### config.mk
export PLATFORM = sky130hd
export DESIGN_NAME = fsgb_ram
export DESIGN_NICKNAME = d
export VERILOG_FILES = /design/src/rtl/fsgb_ram.sv
export SDC_FILE = /design/constraint.sdc
export NUM_CORES = 1
export LEC_CHECK = 0
export BUFFER_PORTS_ARGS = -buffer_cell sky130_fd_sc_hd__buf_4
export CORE_UTILIZATION = 58
export CTS_BUF_LIST = sky130_fd_sc_hd__clkbuf_8
export CTS_CLUSTER_SIZE = 20
export DETAILED_ROUTE_END_ITERATION = 12
export GPL_ROUTABILITY_DRIVEN = 1
export HOLD_SLACK_MARGIN = 0.05
export PLACE_DENSITY = 0.78
export RECOVER_POWER = 50
export SYNTH_ARGS = -nofsm -noshare
export SYNTH_HDL_FRONTEND = slang
export SYNTH_SLANG_ARGS = --single-unit
### constraint.sdc
create_clock -name aclk -period 6.15 [get_ports aclk]
set_input_delay 1.23 -clock aclk [delete_from_list [all_inputs] [get_ports aclk]]
set_output_delay 1.23 -clock aclk [all_outputs]
set_load 0.02 [all_outputs]
### src/rtl/fsgb_ram.sv
// Generic single-write, single-read RAM with registered read data.
// Used for the chunk and group tables. No dependencies.
module fsgb_ram #(
    parameter int WIDTH = 64,
    parameter int DEPTH = 16
) (
    input  logic                                  aclk,
    input  logic                                  we,
    input  logic [(DEPTH > 1 ? $clog2(DEPTH) : 1)-1:0] waddr,
    input  logic [WIDTH-1:0]                      wdata,
    input  logic [(DEPTH > 1 ? $clog2(DEPTH) : 1)-1:0] raddr,
    output logic [WIDTH-1:0]                      rdata
);
    logic [WIDTH-1:0] mem [DEPTH];

    // Write port and registered read port
    always_ff @(posedge aclk) begin
        if (we) begin
            mem[waddr] <= wdata;
        end
        rdata <= mem[raddr];
    end
endmodule

After elaboration in Yosys (flattened, before gate mapping)
Memories as Yosys holds them, arrays and structs flattened. A register that Yosys moved wholly into a read port is not among the register bits. Index checks and enable logic that the tools add are counted.

Multiplexer cells: 2.

Operators with widths (count): 1-bit 2-to-1 mux (2).

Flip-flop bits (word level): 0. Bits in writable memories: 1024. Bits of input ports: 74. Output and inout port bits: 64. Memories: 1.

Memory list: mem (words 16, bits a word 64, read ports 1, clocked after memory_dff 1, write ports 1, line 14) `logic [WIDTH-1:0] mem [DEPTH];`.

Depth between registers and ports, before layout
Depth after elaboration: 2. Depth in mapped cells: 6. Gate-level depth less buffers: 3.

Least setup slack after synthesis
Ideal clock, no wire load.

Kind: input port to flip-flop. From: input port waddr[2] (netlist name). To: memory mem[0][0], enable pin. Arrival: 6.093 ns. Required time: 5.585 ns. Path slack: -0.509 ns. Stages on the path: 2. Path buffers: 0. Cells stage by stage: or3b_2 nor3_1.

RTL lines: start, declared (line 9) `input logic [(DEPTH > 1 ? $clog2(DEPTH) : 1)-1:0] waddr,`; end, declared (line 14).

No word-level cell before the write port.

Worst setup path after layout
From: input port waddr[0] (netlist name). To: memory mem[14][54], enable pin.

No word-level cell before the write port.

==> flow_metrics.env <==
export IMPL_outcome="finished with violations"
export IMPL_violations="capacitance limit, slew limit"
export IMPL_p_sw_mw=3.19
export IMPL_cts_buffers=162
export IMPL_wl_met3_mm=7.59
export IMPL_synth_async_reset_ratio_pct=0
export IMPL_synth_seq_cells=1088
export IMPL_ios=138
export IMPL_post_route_cells_drive_above_1_share_pct=29.1
export IMPL_area_delta_synth_final_pct=12.8
export IMPL_critPathLaunchType="input port"
export IMPL_p_per_area_nw_per_um2=327
export IMPL_synth_top_area_share_pct=77.7
export IMPL_synth_distinct_cells=18
export IMPL_post_cts_resized=0
export IMPL_cts_root_buf="clkbuf_8"
export IMPL_holdBufCountCts=0
export IMPL_finalHoldViolations=0
export IMPL_slew_headroom_pct=-83.2
export IMPL_ctsLongestPathBuffers=3
export IMPL_overflow=0
export IMPL_end_kind="register"
export IMPL_clk_pin_slew_ns=0.06
export IMPL_syn_inst=1647
export IMPL_synth_area_leaders="edfxtp_1 (78%), mux4_2 (15%), dfxtp_1 (3.2%)"
export IMPL_synth_edff_count=1024
export IMPL_initial_core_util_pct=58.7
export IMPL_gp_congestion=0.726
export IMPL_rsz0062_at_grt="no"
export IMPL_fin_ws_ns=1.85
export IMPL_ctsHtreeMaxLevel=4
export IMPL_synth_commonest_cells="edfxtp_1 (1,024), mux4_2 (256), a22oi_1 (128), nand2_1 (65), dfxtp_1 (64)"
export IMPL_wl_per_cell_um=27.8
export IMPL_grt_total_usage_pct=24.1
export IMPL_post_place_ws_ns=2.40
export IMPL_crit_fanout=34
export IMPL_grt_max_degree=116
export IMPL_antenna_found_initial=6
export IMPL_cts_setup_buffers=0
export IMPL_synth_ff_type="edfxtp_1"
export IMPL_synth_most_common_cell="edfxtp_1"
export IMPL_num_rows=95
export IMPL_highest_layer="met5"
export IMPL_nFillCells=4034
export IMPL_yosys_warnings=0
export IMPL_port_buffers=137
export IMPL_setup_viol=0
export IMPL_max_freq_mhz=233
export IMPL_finalCritPeriodShare_pct=69.9
export IMPL_setup_tns_ns=0
export IMPL_p_int_mw=11.4
export IMPL_tightest_slew_ns=2.75
export IMPL_drt_vias_per_instance=6.28
export IMPL_drc=0
export IMPL_sw_frac_of_total_pct=21.9
export IMPL_drt_initial_drc_count=2124
export IMPL_hp_class="reg2reg"
export IMPL_synth_area_per_cell_um2=24.0
export IMPL_grt_pass1_wl_mm=120
export IMPL_core_um2=67400
export IMPL_pwr_share_comb_pct=5.3
export IMPL_firstDrtPassIters=6
export IMPL_syn_num_nets=1721
export IMPL_period_needed_ns=4.30
export IMPL_wl_mm=81.3
export IMPL_wl_met1_mm=32.1
export IMPL_syn_area_um2=39600
export IMPL_synth_top_area_cell="edfxtp_1"
export IMPL_seqPwrFrac_pct=57.1
export IMPL_report_final_slew_viol_count=72
export IMPL_dieHeight_um=263
export IMPL_nets=1984
export IMPL_max_cap_violations=3
export IMPL_final_antenna_net_count=0
export IMPL_clock_power_share_pct=37.6
export IMPL_dp_final_hpwl_mm=42.4
export IMPL_numClockSinks=1088
export IMPL_num_vias=18400
export IMPL_die_area_um2=69300
export IMPL_ys_seq_area_share_pct=80.9
export IMPL_worst_ep_arrival_time_ns=4.72
export IMPL_fin_worst_skew_ns=0.0264
export IMPL_irDropWorstVdd_mv=0.201
export IMPL_cts_tree="yes"
export IMPL_clock_latency_ns=0.81
export IMPL_grt_pass1_vias=19300
export IMPL_power_leakage_nw=14.5
export IMPL_met2WireLength_mm=40.1
export IMPL_critPathKind="in2reg"
export IMPL_cp_required_ns=6.57
export IMPL_fp_dieW_um=263
-- path summary, 6_finish.rpt --
path / endpoint / cells past startpoint / from / slack (ns)
min: rdata[39] / 3 / mem[14][39] / 0.67
max reg2reg: rdata[41] / 3 / mem[11][41] / 4.74
max: mem[14][54] / 5 / waddr[0] / 1.85
min reg2reg: rdata[39] / 3 / mem[14][39] / 0.67
-- flip-flops by register name (all words and copies together), names as in the netlist --
register / count
mem: 1024
rdata: 64
-- cells in the final DEF, fill, tap and decap left out, types with 3 or more instances in the layout --
cell / n
nor3_4: 4
a22oi_1: 128
mux4_2: 256
nand2_1: 65
clkinvlp_4: 5
edfxtp_1: 1024
inv_8: 3
buf_4: 110
clkinv_1: 34
clkinv_8: 3
dfxtp_1: 64
buf_12: 3
clkbuf_8: 172
inv_6: 3
clkbuf_1: 68
bufinv_16: 5
inv_1: 64
nor2_4: 12
clkinv_2: 13
-- power by group through the flow --
stage / sequential [mW] / combinational [mW] / clock, mW
6_report: 8.35 / 0.770 / 5.50
5_1_grt: 8.36 / 0.822 / 5.90
4_1_cts: 8.35 / 0.800 / 5.59
3_5_place_dp: 8.50 / 0.799 / 0
3_3_place_gp: 8.49 / 0.779 / 0
2_1_floorplan: 8.55 / 0.395 / 0
-- worst max-delay path, stage by stage --
cell	delay (ns)
buf_4	0.16
nand2b_1	0.35
nor2_4	0.16
clkbuf_1	1.94
buf_4	0.84
-- metrics by stage --
step,cells,cell area (µm²),total power [mW],util (%),hold WS [ns]
6_report,2923,44600,14.6,66.2,0.668
5_1_grt,2922,44600,15.1,66.2,0.695
4_1_cts,2921,44900,14.7,66.6,0.634
3_5_place_dp,2619,41800,9.30,62.0,0.661
3_3_place_gp,2619,41800,9.27,62.0,0.651
2_1_floorplan,1647,39600,8.94,-,0.635
-- final cells by class --
cell class,count,area [µm²],share of cell area (%)
sequential,1088,32000,71.7
multi-input combinational,475,7250,16.2
clock buffer,172,2370,5.30
timing repair buffer,183,1170,2.62
tap,873,1090,2.45
clock inverter,130,729,1.63
antenna,2,5.00,0.0112
-- metal layers --
layer / up-vias / GRT usage [%]
li1: 7620 / -
met3: 127 / 6.69
met4: 10 / 7.46
met2: 947 / 38.1
met1: 9660 / 33.0
met5: - / 0
-- cells by family (layout without fill, tap and decap cells) --
kind of cell           count (synthesis)  in the layout  share of synthesized area (%)
DFF                                 1088           1088                           80.9
muxes                                256            256                           14.6
buffers and inverters                 84            485                           1.14
and+or+nand+nor                       91             91                          0.942
other                                  0              2                              0
AOI/OAI and AO/OA                    128            128                           2.43
Note: power is estimated with default switching activity, not from simulation.
